`src/rtl/pce_pkg.sv`:
```
// Package with the shared types and constants of the piecewise curve evaluator.
`default_nettype none
package pce_pkg;

	localparam int PCE_MAX_POINTS = 16;
	localparam int PCE_DIV_W = 64;
	localparam logic [63:0] PCE_DELTA_LIMIT = 64'h0000_0100_0000_0000;
	localparam logic [63:0] PCE_SLOPE_POS_LIM = 64'h0000_7FFF_FFFF_FFFF;
	localparam logic [63:0] PCE_SLOPE_NEG_LIM = 64'h0000_8000_0000_0000;
	localparam logic [31:0] PCE_STRAIN_ONE = 32'h0100_0000;
	localparam logic [31:0] PCE_DAMAGE_ONE = 32'h0001_0000;

	typedef enum logic [1:0] {
		REG_POINT_COUNT      = 2'd0,
		REG_STRAIN_TOLERANCE = 2'd1,
		REG_STRESS_TOLERANCE = 2'd2,
		REG_LAW_VALID        = 2'd3
	} reg_index_t;

	typedef enum logic [1:0] {
		OP_Y = 2'd0,
		OP_Q = 2'd1,
		OP_S = 2'd2,
		OP_D = 2'd3
	} op_t;

	localparam logic ACT_WRITE = 1'b0;
	localparam logic ACT_EVAL  = 1'b1;

	typedef struct packed {
		logic               action;
		logic [3:0]         point_index;
		logic [30:0]        point_strain;
		logic [31:0]        point_stress;
		logic [31:0]        point_undamaged;
		logic signed [31:0] query_strain;
	} in_item_t;

	typedef struct packed {
		logic [31:0]        stress;
		logic [31:0]        undamaged_stress;
		logic [15:0]        damage;
		logic signed [47:0] slope;
		logic               beyond_last;
	} result_t;

	typedef struct packed {
		logic [30:0] strain;
		logic [31:0] stress;
		logic [31:0] undamaged;
	} entry_t;

	typedef struct packed {
		logic accept_write;
		logic accept_eval;
		logic clear_res;
		logic srch_cmp;
		logic cap_a;
		logic cap_b;
		logic prep;
		logic mul;
		logic div_go;
		logic store;
		op_t  op;
	} cmd_t;

	typedef struct packed {
		logic law_valid;
		logic hit;
		logic en;
		logic div_done;
	} status_t;

endpackage
`default_nettype wire

```
`src/rtl/pce_ctrl.sv`:
```
// Controller state machine: segment search, table reads and arithmetic sequencing.
`default_nettype none
module pce_ctrl
	import pce_pkg::*;
#(
	parameter int MAX_POINTS = PCE_MAX_POINTS,
	parameter int AW = $clog2(MAX_POINTS)
) (
	input  wire logic          clk,
	input  wire logic          arst_n,
	input  wire logic          start,
	input  wire logic          action,
	input  wire status_t       st,
	input  wire logic [AW-1:0] nlast,
	output cmd_t               cmd,
	output logic [AW-1:0]      rd_addr,
	output logic               busy,
	output logic               done
);
	typedef enum logic [11:0] {
		S_IDLE     = 12'b0000_0000_0001,
		S_SRCH_RD  = 12'b0000_0000_0010,
		S_SRCH_CMP = 12'b0000_0000_0100,
		S_RD_A     = 12'b0000_0000_1000,
		S_RD_B     = 12'b0000_0001_0000,
		S_CAP_B    = 12'b0000_0010_0000,
		S_PREP     = 12'b0000_0100_0000,
		S_MUL      = 12'b0000_1000_0000,
		S_DIV_GO   = 12'b0001_0000_0000,
		S_DIV_WAIT = 12'b0010_0000_0000,
		S_STORE    = 12'b0100_0000_0000,
		S_DONE     = 12'b1000_0000_0000
	} state_t;

	state_t        state_q, state_d;
	logic [AW-1:0] idx_q;
	op_t           op_q;
	logic          accept;

	assign accept = start && (state_q == S_IDLE);

	always_comb begin
		state_d = state_q;
		unique case (state_q)
			S_IDLE: begin
				if (accept && (action == ACT_EVAL)) begin
					state_d = st.law_valid ? S_SRCH_RD : S_DONE;
				end
			end
			S_SRCH_RD:  state_d = S_SRCH_CMP;
			S_SRCH_CMP: begin
				if (st.hit || (idx_q == nlast)) begin
					state_d = S_RD_A;
				end else begin
					state_d = S_SRCH_RD;
				end
			end
			S_RD_A:     state_d = S_RD_B;
			S_RD_B:     state_d = S_CAP_B;
			S_CAP_B:    state_d = S_PREP;
			S_PREP:     state_d = S_MUL;
			S_MUL:      state_d = st.en ? S_DIV_GO : S_STORE;
			S_DIV_GO:   state_d = S_DIV_WAIT;
			S_DIV_WAIT: state_d = st.div_done ? S_STORE : S_DIV_WAIT;
			S_STORE:    state_d = (op_q == OP_D) ? S_DONE : S_PREP;
			S_DONE:     state_d = S_IDLE;
			default:    state_d = S_IDLE;
		endcase
	end

	always_ff @(posedge clk or negedge arst_n) begin
		if (!arst_n) begin
			state_q <= S_IDLE;
			idx_q   <= '0;
			op_q    <= OP_Y;
		end else begin
			state_q <= state_d;
			if (state_q == S_IDLE) begin
				idx_q <= AW'(1);
				op_q  <= OP_Y;
			end else if ((state_q == S_SRCH_CMP) && (state_d == S_SRCH_RD)) begin
				idx_q <= idx_q + AW'(1);
			end
			if (state_q == S_STORE) begin
				unique case (op_q)
					OP_Y:    op_q <= OP_Q;
					OP_Q:    op_q <= OP_S;
					OP_S:    op_q <= OP_D;
					OP_D:    op_q <= OP_D;
					default: op_q <= OP_Y;
				endcase
			end
		end
	end

	always_comb begin
		rd_addr = idx_q;
		if (state_q == S_RD_A) begin
			rd_addr = idx_q - AW'(1);
		end
	end

	assign cmd.accept_write = accept && (action == ACT_WRITE);
	assign cmd.accept_eval  = accept && (action == ACT_EVAL);
	assign cmd.clear_res    = accept && (action == ACT_EVAL) && !st.law_valid;
	assign cmd.srch_cmp     = state_q == S_SRCH_CMP;
	assign cmd.cap_a        = state_q == S_RD_B;
	assign cmd.cap_b        = state_q == S_CAP_B;
	assign cmd.prep         = state_q == S_PREP;
	assign cmd.mul          = state_q == S_MUL;
	assign cmd.div_go       = state_q == S_DIV_GO;
	assign cmd.store        = state_q == S_STORE;
	assign cmd.op           = op_q;

	assign busy = state_q != S_IDLE;
	assign done = state_q == S_DONE;
endmodule
`default_nettype wire

```
`config.mk`:
```
export PLATFORM = sky130hd
export DESIGN_NAME = pce_ctrl
export DESIGN_NICKNAME = d
export VERILOG_FILES = /design/src/rtl/pce_pkg.sv /design/src/rtl/pce_ctrl.sv
export SDC_FILE = /design/constraint.sdc
export NUM_CORES = 1
export LEC_CHECK = 0
export BUFFER_PORTS_ARGS = -buffer_cell sky130_fd_sc_hd__buf_2
export CORE_ASPECT_RATIO = 0.75
export CORE_MARGIN = 1.5
export CORE_UTILIZATION = 45
export DETAILED_ROUTE_END_ITERATION = 10
export PLACE_DENSITY = 0.78
export SYNTH_ARGS = -nofsm -noshare
export SYNTH_HDL_FRONTEND = slang
export SYNTH_SLANG_ARGS = --single-unit
```
`constraint.sdc`:
```
create_clock -name clk -period 4.5 [get_ports clk]
set_clock_uncertainty 0.15 [all_clocks]
set_input_delay 0.225 -clock clk [delete_from_list [all_inputs] [get_ports clk]]
set_output_delay 0.225 -clock clk [all_outputs]
set_load 0.01 [all_outputs]
```
==> run metrics, run 1 <==
run status finished clean; f_max 0.384 GHz; WP data required 4.12 ns; layout cell share with drive strength beyond 1 30.1%; TritonCTS Sinks 18; number of fill cells 223; WL per Instance 14.3 um; most frequent cells in the layout 29 x buf_2, 17 x dfrtp_1, 10 x nor2_1; crit path capture type output pin; Hold Vio Cnt, Final 0; GPL Wtd Cong 0.907; Static Leak 0.697 nW; post-CTS sizing 0; Peak VDD IR 0.000183 V; Placeable Area 0.00240 sq mm; P per Cell Area 284 mW/mm^2; grt total ovfl 0; cell count of the worst hold path 2; RSZ-0062 raised after global routing no; global-route wire length before repair 4.42 mm; H-tree depth 1; clk buf depth 2; final period utilization 57.9%; antenna cells 0; Mapped Cells 126; Synth top area share 35.5%; worst skew pair latency 0.31 ns; Yosys cell types 45; startpoint types register; DR pass1 iterations 4; Vias/cell 5.55; root buffer selected by CTS clkbuf_4; Arrival @ worst endpoint 2.23 ns; post-route ant nets 0; placed cell area 0.00136 sq mm; flops & latches, synth 18; WS Path Type register to output pin; Setup TNS Final 0 ns; DR iter-0 viols 28; final setup violation count 0; Num CTS Buffers 3; Synth area leader dfrtp_1; Worst-path clk slew 0.10 ns; Synth Cell Area 0.00120 sq mm; post-synth net total 140; vias in the first global route 949; Max-Cap Viols 0; vias post-DR 1054; CTS tree yes; pin count of the biggest net entering global routing 19; DIE WIDTH 62.6 um; Post-route DRC 0; post-route cell area 0.00142 sq mm; IO Port Bufs 29; R2R depth 4; Rows 15; Worst Path Max Fanout 8; Avg Cell Area, Syn 9.52 sq um; GRT Resource Usage Total 19.7%; yosys warns 0; Hold WC Path Type primary input to register; worst-margin pin slew 0.601 ns; main area contributors after synthesis dfrtp_1 35%, nor4_4 5.3%, xnor2_1 3.6%, nor2_1 3.1%, xor2_1 2.9%; initial core utilization 49.9%; top-level port count 30; normalized max-slew margin 59.6%; Layout Nets 171; die area 0.00299 sq mm; Syn-to-layout area delta 17.9%; register area share after synthesis 37.6%; DIE HEIGHT 47.7 um; initial antenna violation count 0; HPWL Detailed 2.05 mm; post-layout min period 2.60 ns; leading cell type in the layout, fill and taps excluded buf_2; overall routed net length 2.72 mm; Slew Limit Fails 0
-- power breakdown --
group | switching [mW] | internal, mW
Clock | 0.0547 | 0.0495
Combinational | 0.0747 | 0.0413
Sequential | 0.00932 | 0.172
-- sequential cells by signal (all words and copies together), names as in the netlist --
name and count:
state_q 12, idx_q 4, op_q 2
-- critical path, stage by stage (launching register included) --
cell,delay [ns]
dfrtp_1,0.46
nor4_1,0.59
nand3_1,0.24
nor3b_1,0.42
buf_2,0.22
-- what timing repair did --
item	in CTS	in global routing
setup endpoints to repair	0	0
setup buffers	0	0
hold buffers	2	0
hold endpoints to repair	19	0
-- metrics by stage --
stage | instances | worst slack, ns | utilization [%] | hold WS (ns) | power [mW]
after floorplan | 126 | 2.40 | - | -0.221 | 0.264
after global placement | 184 | 2.34 | 56.6 | 0.0245 | 0.295
after detailed placement | 184 | 2.25 | 56.6 | 0.0253 | 0.298
after CTS | 190 | 1.90 | 58.9 | 0.00616 | 0.404
after global routing | 190 | 1.61 | 58.9 | 0.0105 | 0.425
final | 190 | 1.90 | 58.9 | 0.0114 | 0.401
-- final cells by class --
cell class / count / area [sq um] / area share, %
Tap cell: 34 / 42.5 / 3.01
Inverter: 9 / 33.8 / 2.39
Clock buffer: 4 / 36.3 / 2.56
Sequential cell: 18 / 452 / 31.9
Multi-Input combinational cell: 94 / 686 / 48.5
Timing Repair Buffer: 31 / 165 / 11.7
-- per-layer routing --
metal | vias up | track usage, % | routed length, um | part of all wire, %
li1 | 522 | - | - | -
met1 | 492 | 24.8 | 1260 | 46
met2 | 34 | 33.8 | 1250 | 46
met3 | 6 | 5.65 | 163 | 6.0
met4 | 0 | 7.56 | 46 | 1.7
met5 | - | 0 | 0 | 0
-- cell usage after synthesis (all sizes together) --
cell type	number
dfrtp	17
nor2	10
inv	9
a21oi	6
nand3	6
nand2	5
nor4	5
o21ai	5
xnor2	5
and3	4
nor3b	4
or4	4
xor2	4
clkbuf	3
nand2b	3
nor2b	3
nor3	3
nor4b	3
o31ai	3
buf	2
ha	2
nand4	2
a211oi	1
a21o	1
a22o	1
a31o	1
a31oi	1
a41o	1
a41oi	1
and2	1
and2b	1
dfstp	1
nand3b	1
nor4bb	1
o2111ai	1
o2bb2ai	1
o41ai	1
or2	1
or3b	1
or4b	1
-- logic make-up (layout without fill, tap and decap cells) --
kind of cell             after synthesis  after routing  share of synthesized area (%)
XOR/XNOR                               9              9                           6.57
flip-flops                            18             18                           37.6
AND/OR/NAND/NOR                       59             59                           35.0
AO/OA/AOI/OAI                         24             24                           13.5
adder cells (fa/ha/maj)                2              2                           2.09
buffers and inverters                 14             44                           5.21
-- path summary, 6_finish.rpt --
| check | start | to | slack [ns] |
|---|---|---|---|
| max reg2reg | state_q[3] | state_q[8] | 2.40 |
| min in group asynchronous | arst_n | state_q[8] | 0.21 |
| min | st[3] | state_q[1] | 0.01 |
| max | state_q[3] | cmd[4] | 1.90 |
| min reg2reg | op_q[0] | op_q[0] | 0.41 |
| max in group asynchronous | arst_n | state_q[0] | 3.67 |
(Power assumes the default switching activity.)
==> inputs of run 2 (changes only) <==
Settings changed: ABC_AREA set to 1, PLACE_DENSITY 0.78 to 0.81.
Clock period 4.5 ns to 2.3 ns, I/O delays scaled along.
==> run 2 against run 1 <==
- setup slack got worse by 1.7 ns
- clock power is 56% higher
- core utilization shrank 0.78 points
- critical endpoint is now state_q[11]
==> run metrics, run 2 <==
worst skew pair latency 0.30 ns (was 0.31 ns); Syn-to-layout area delta 23.4% (was 17.9%); most frequent cells in the layout 59 x nand2_1, 35 x inv_1, 29 x buf_2 (was 29 x buf_2, 17 x dfrtp_1, 10 x nor2_1); most common library cells after synthesis 59 x nand2_1, 35 x inv_1, 27 x nor2_1, 17 x dfrtp_1, 13 x nand3_1 (was 17 x dfrtp_1, 10 x nor2_1, 9 x inv_1, 6 x a21oi_1, 6 x nand3_1); TritonCTS Sinks 18 (unchanged); dominant synthesized flop cell dfrtp_1 (unchanged); post-layout min period 2.07 ns; Vias/cell 4.50 (was 5.55); DR pass1 iterations 4 (unchanged); die area 0.00305 sq mm (was 0.00299 sq mm); Avg Cell Area, Syn 6.52 sq um (was 9.52 sq um); Placeable Area 0.00260 sq mm (was 0.00240 sq mm); initial core utilization 47.1% (was 49.9%); Max-Cap Viols 0 (unchanged); startpoint types register (unchanged); vias post-DR 1188 (was 1054); HPWL Detailed 1.94 mm (was 2.05 mm); Static Leak 0.926 nW (was 0.697 nW); antenna cells 0 (unchanged); Rows 16 (was 15); Top reg by flops state_q (unchanged); post-CTS sizing 0 (unchanged); WS Path Type register to register (was register to output pin); Arrival @ worst endpoint 2.15 ns (was 2.23 ns); overall routed net length 2.43 mm (was 2.72 mm); Slew Limit Fails 0 (unchanged); global-route wire length before repair 4.00 mm (was 4.42 mm); Post-route DRC 0 (unchanged); post-synth net total 202 (was 140); R2R depth 8 (was 4); initial antenna violation count 0 (unchanged); worst setup margin 0.233 ns (was 1.90 ns); Synth area leader dfrtp_1 (unchanged); Worst-path clk slew 0.09 ns (was 0.10 ns); leading cell type in the layout, fill and taps excluded nand2_1 (was buf_2); post-route cell area 0.00151 sq mm (was 0.00142 sq mm); f_max 0.484 GHz; EDFF count, synth 0 (unchanged); Peak VDD IR 0.000480 V (was 0.000183 V); vias in the first global route 929 (was 949); Hold Vio Cnt, Final 0 (unchanged); worst-margin pin slew 0.391 ns (was 0.601 ns); Post-synth ARST share 100% (unchanged); Layout Nets 243 (was 171); grt total ovfl 0 (unchanged); WP data required 2.38 ns (was 4.12 ns); DIE HEIGHT 48.2 um (was 47.7 um); Num CTS Buffers 3 (unchanged); Mapped Cells 188 (was 126); yosys warns 0 (unchanged); run status finished clean (unchanged); Post-CTS Hold Buffers 7 (was 2); normalized max-slew margin 73.9% (was 59.6%); post-placement setup slack 0.651 ns (was 2.25 ns); flops & latches, synth 18 (unchanged); Synth top area share 34.7% (was 35.5%); RSZ-0062 raised after global routing no (unchanged); crit path capture type register (was output pin); CTS tree yes (unchanged); Largest register FFs 12 (unchanged); P per Cell Area 511 mW/mm^2 (was 284 mW/mm^2); Synth Cell Area 0.00123 sq mm (was 0.00120 sq mm); register area share after synthesis 36.8% (was 37.6%); post-CTS setup buffers 0 (unchanged); biggest regs state_q (12), idx_q (4), op_q (2) (unchanged); Worst Path Max Fanout 6 (was 8); number of fill cells 274 (was 223); Setup TNS Final 0 ns (unchanged); clk buf depth 2 (unchanged); main area contributors after synthesis dfrtp_1 35%, nand2_1 18%, inv_1 11%, nor2_1 8.3%, nand3_1 5.3% (was dfrtp_1 35%, nor4_4 5.3%, xnor2_1 3.6%, nor2_1 3.1%, xor2_1 2.9%); placed cell area 0.00142 sq mm (was 0.00136 sq mm); cell count of the worst hold path 5 (was 2); IO Port Bufs 29 (unchanged); final period utilization 89.9%; DIE WIDTH 63.3 um (was 62.6 um); WL per Instance 9.19 um (was 14.3 um); pin count of the biggest net entering global routing 19 (unchanged); Yosys cell types 20 (was 45); DR iter-0 viols 42 (was 28); internal reg-to-reg setup slack 0.23 ns (was 2.40 ns); top-level port count 30 (unchanged); GRT Resource Usage Total 17.4% (was 19.7%); H-tree depth 1 (unchanged); layout cell share with drive strength beyond 1 19.7% (was 30.1%); root buffer selected by CTS clkbuf_4 (unchanged); GPL Wtd Cong 0.839 (was 0.907); top-count cell post-synth nand2_1 (was dfrtp_1); final setup violation count 0 (unchanged); Hold WC Path Type primary input to register (unchanged); post-route ant nets 0 (unchanged)
[run 2: changes by cell type after synthesis, sizes merged, moves of 5 or more]
cell / change
a21oi: -6
inv: +27
nand3: +8
xnor2: -5
nor4: -5
nor2: +23
nand2: +57
[run 2: path summary, 6_finish.rpt]
path,start,end
hold reg to reg,op_q[0],op_q[0]
setup reg to reg,state_q[2],state_q[11]
min in group asynchronous,arst_n,state_q[10]
max in group asynchronous,arst_n,state_q[0]
hold / removal,start,state_q[1]
setup / recovery,state_q[2],state_q[11]
[run 2: layout make-up]
cell class | count | area [sq um] | area share, %
sequential | 18 | 452 | 29.9
clock buffer | 4 | 26.3 | 1.74
timing repair buffer | 36 | 215 | 14.2
tap | 36 | 45.0 | 2.98
multi-input combinational | 133 | 634 | 41.9
inverter | 37 | 140 | 9.26
[run 2: report_power, final]
| part | switching (mW) | internal [mW] |
|---|---|---|
| Clock | 0.0944 | 0.0675 |
| Sequential | 0.00936 | 0.335 |
| Combinational | 0.172 | 0.0946 |
[run 2: metrics by stage]
stage	hold WS, ns	util, %	power, mW	instances
finish	0.0443	58.1	0.773	264
global route	0.0515	58.1	0.838	264
CTS	0.0360	58.1	0.779	264
detailed placement	-0.0889	54.4	0.604	253
global placement	-0.0929	54.4	0.604	253
floorplan	-0.331	-	0.534	188
[run 2: routing by layer]
| metal | global-route usage [%] | share of wire [%] | up-vias |
|---|---|---|---|
| li1 | - | - | 648 |
| met1 | 24.1 | 53 | 517 |
| met2 | 27.9 | 42 | 19 |
| met3 | 4.85 | 3.5 | 4 |
| met4 | 4.35 | 0.82 | 0 |
| met5 | 0 | 0 | - |
[run 2: kinds of logic (layout without fill, tap and decap cells)]
family | count (synthesis) | count (layout) | share of synthesized area [%]
compound gates | 10 | 10 | 4.29
xor+xnor | 4 | 4 | 2.86
fa+ha+maj | 2 | 2 | 2.04
buf+inv | 37 | 77 | 11.4
flops | 18 | 18 | 36.8
simple gates | 117 | 117 | 42.6
[run 2: critical path, cell delays in order, from the launching register on]
cell,delay (ns)
dfrtp_1,0.40
nor2_1,0.18
nand2_1,0.12
nor2_2,0.21
nand2_1,0.13
nor2_1,0.14
nand2_1,0.07
o21ai_1,0.07
dlygate4sd3_1,0.55
==> inputs of run 3 (changes only) <==
Settings changed: CORE_MARGIN 1.5 to 5, CTS_BUF_LIST set to sky130_fd_sc_hd__clkbuf_8.
==> run 3 against run 2 <==
- cell count fell by 1.1%
- total power increased by 6.6%
- flip-flop and latch count unchanged
- non-clock buffer count is 3 lower
- combinational power is 2% lower
- sequential share of layout area up 0.22 points
- count of clock-buffer cells in the layout is 1 lower
- first-iteration DRC count decreased by 19%
==> run metrics, run 3 (same netlist as run 2, synthesis figures left out) <==
initial core utilization 47.1% (unchanged); vias post-DR 1213 (was 1188); post-route ant nets 0 (unchanged); Logic pwr share 31.6% (was 34.5%); P_int 0.542 mW (was 0.497 mW); Rows 16 (unchanged); layout cell share with drive strength beyond 1 20.0% (was 19.7%); CTS tree yes (unchanged); final core utilization 57.7% (was 58.1%); Arrival @ worst endpoint 1.61 ns (was 2.15 ns); H-tree depth 1 (unchanged); Slew Limit Fails 0 (unchanged); DR iter-0 viols 34 (was 42); GPL Wtd Cong 0.801 (was 0.839); die area 0.00388 sq mm (was 0.00305 sq mm); Static Leak 0.925 nW (was 0.926 nW); metal3 WL 161 um (was 84 um); global-route wire length before repair 4.64 mm (was 4.00 mm); Num CTS Buffers 3 (unchanged); Placeable Area 0.00260 sq mm (unchanged); WS Path Type register to output pin (was register to register); Largest register FFs 12 (unchanged); Seq pwr share 41.9% (was 44.5%); IO Port Bufs 29 (unchanged); Vias/cell 4.65 (was 4.50); most frequent cells in the layout 59 x nand2_1, 36 x inv_1, 29 x buf_2 (was 59 x nand2_1, 35 x inv_1, 29 x buf_2); worst-margin pin slew 0.391 ns (about the same); RSZ-0062 raised after global routing no (unchanged); grt total ovfl 0 (unchanged); biggest regs state_q (12), idx_q (4), op_q (2) (unchanged); clk buf depth 2 (unchanged); GRT Resource Usage Total 14.3% (was 17.4%); initial antenna violation count 0 (unchanged); vias in the first global route 1047 (was 929); post-CTS setup buffers 0 (unchanged); Max-Cap Viols 0 (unchanged); Worst-path clk slew 0.07 ns (was 0.09 ns); overall routed net length 2.59 mm (was 2.43 mm); met2 WL 1.10 mm (was 1.02 mm); root buffer selected by CTS clkbuf_8 (was clkbuf_4); Hold WC Path Type primary input to register (unchanged); run status finished clean (unchanged); DIE WIDTH 70.3 um (was 63.3 um); Setup TNS Final 0 ns (unchanged); power share of the clock group 26.5% (was 21.0%); wire length on met1 1.31 mm (was 1.30 mm); DR pass1 iterations 4 (unchanged); TritonCTS Sinks 18 (unchanged); Peak VDD IR 0.000609 V (was 0.000480 V); final setup violation count 0 (unchanged); post-layout min period 1.88 ns (was 2.07 ns); WL per Instance 9.90 um (was 9.19 um); Syn-to-layout area delta 22.4% (was 23.4%); P_sw 0.282 mW (was 0.276 mW); crit path capture type output pin (was register); Post-route DRC 0 (unchanged); Layout Nets 240 (was 243); normalized max-slew margin 73.9% (about the same); f_max 0.532 GHz (was 0.484 GHz); HPWL Detailed 2.10 mm (was 1.94 mm); DIE HEIGHT 55.2 um (was 48.2 um); Hold Vio Cnt, Final 0 (unchanged); WP data required 2.04 ns (was 2.38 ns); cell count of the worst hold path 3 (was 5); antenna cells 0 (unchanged); P per Cell Area 548 mW/mm^2 (was 511 mW/mm^2); Worst Path Max Fanout 6 (unchanged); worst skew pair latency 0.25 ns (was 0.30 ns); R2R depth 6 (was 8); startpoint types register (unchanged); pin count of the biggest net entering global routing 19 (unchanged); Top reg by flops state_q (unchanged); final period utilization 81.7% (was 89.9%); top-level port count 30 (unchanged); top layer reached by signal wires met4 (unchanged); leading cell type in the layout, fill and taps excluded nand2_1 (unchanged); Switching Share 34.2% (was 35.7%)
## run 3: worst paths after layout
path / start / slack (ns) / end
worst max-delay path: state_q[10] / 0.42 / rd_addr[2]
worst min-delay path: action / 0.02 / state_q[11]
worst max register to register: state_q[2] / 0.75 / idx_q[2]
worst min register to register: op_q[1] / 0.41 / op_q[1]
max in group asynchronous: arst_n / 1.51 / state_q[0]
min in group asynchronous: arst_n / 0.16 / state_q[8]
## run 3: area by class of cell
type	instances	area (sq um)
clock buffers	3	41.3
fillers	260	1100
multi-input cells	133	634
well taps	36	45.0
repair buffers	33	185
flip-flops and latches	18	452
clock inverters	1	3.75
inverters	37	140
## run 3: repair_timing
action	in CTS	in global routing
gates resized for setup	0	0
hold endpoints to repair	23	0
hold buffers	4	0
## run 3: power groups by stage
stage                     registers, mW  clock network, mW  logic, mW
after global placement            0.349                  0      0.255
after CTS                         0.345              0.218      0.263
after detailed placement          0.350                  0      0.257
final                             0.345              0.218      0.260
after floorplan                   0.348                  0      0.186
after global routing              0.346              0.229      0.299
## run 3: metrics by stage
stage / instances / power [mW] / cell area (sq um) / hold slack [ns] / worst slack [ns]
after global placement: 253 / 0.604 / 1420 / -0.0892 / 0.730
after CTS: 261 / 0.826 / 1500 / 0.0231 / 0.419
after detailed placement: 253 / 0.607 / 1420 / -0.0858 / 0.695
final: 261 / 0.823 / 1500 / 0.0185 / 0.421
after floorplan: 188 / 0.534 / 1230 / -0.331 / 0.855
after global routing: 261 / 0.874 / 1500 / 0.0431 / 0.245
## run 3: per-layer routing
layer  GRT usage, %  up-vias
li1               -      646
met1           22.1      530
met2           20.1       35
met3           3.99        2
met4           1.64        0
met5              0        -
## run 3: critical path, stage by stage (launching register included)
cell	delay [ns]
dfrtp_1	0.40
nor2_1	0.17
nand2_2	0.11
nor2_4	0.14
nand2_2	0.12
inv_1	0.09
nand2_1	0.06
xor2_1	0.14
buf_2	0.14
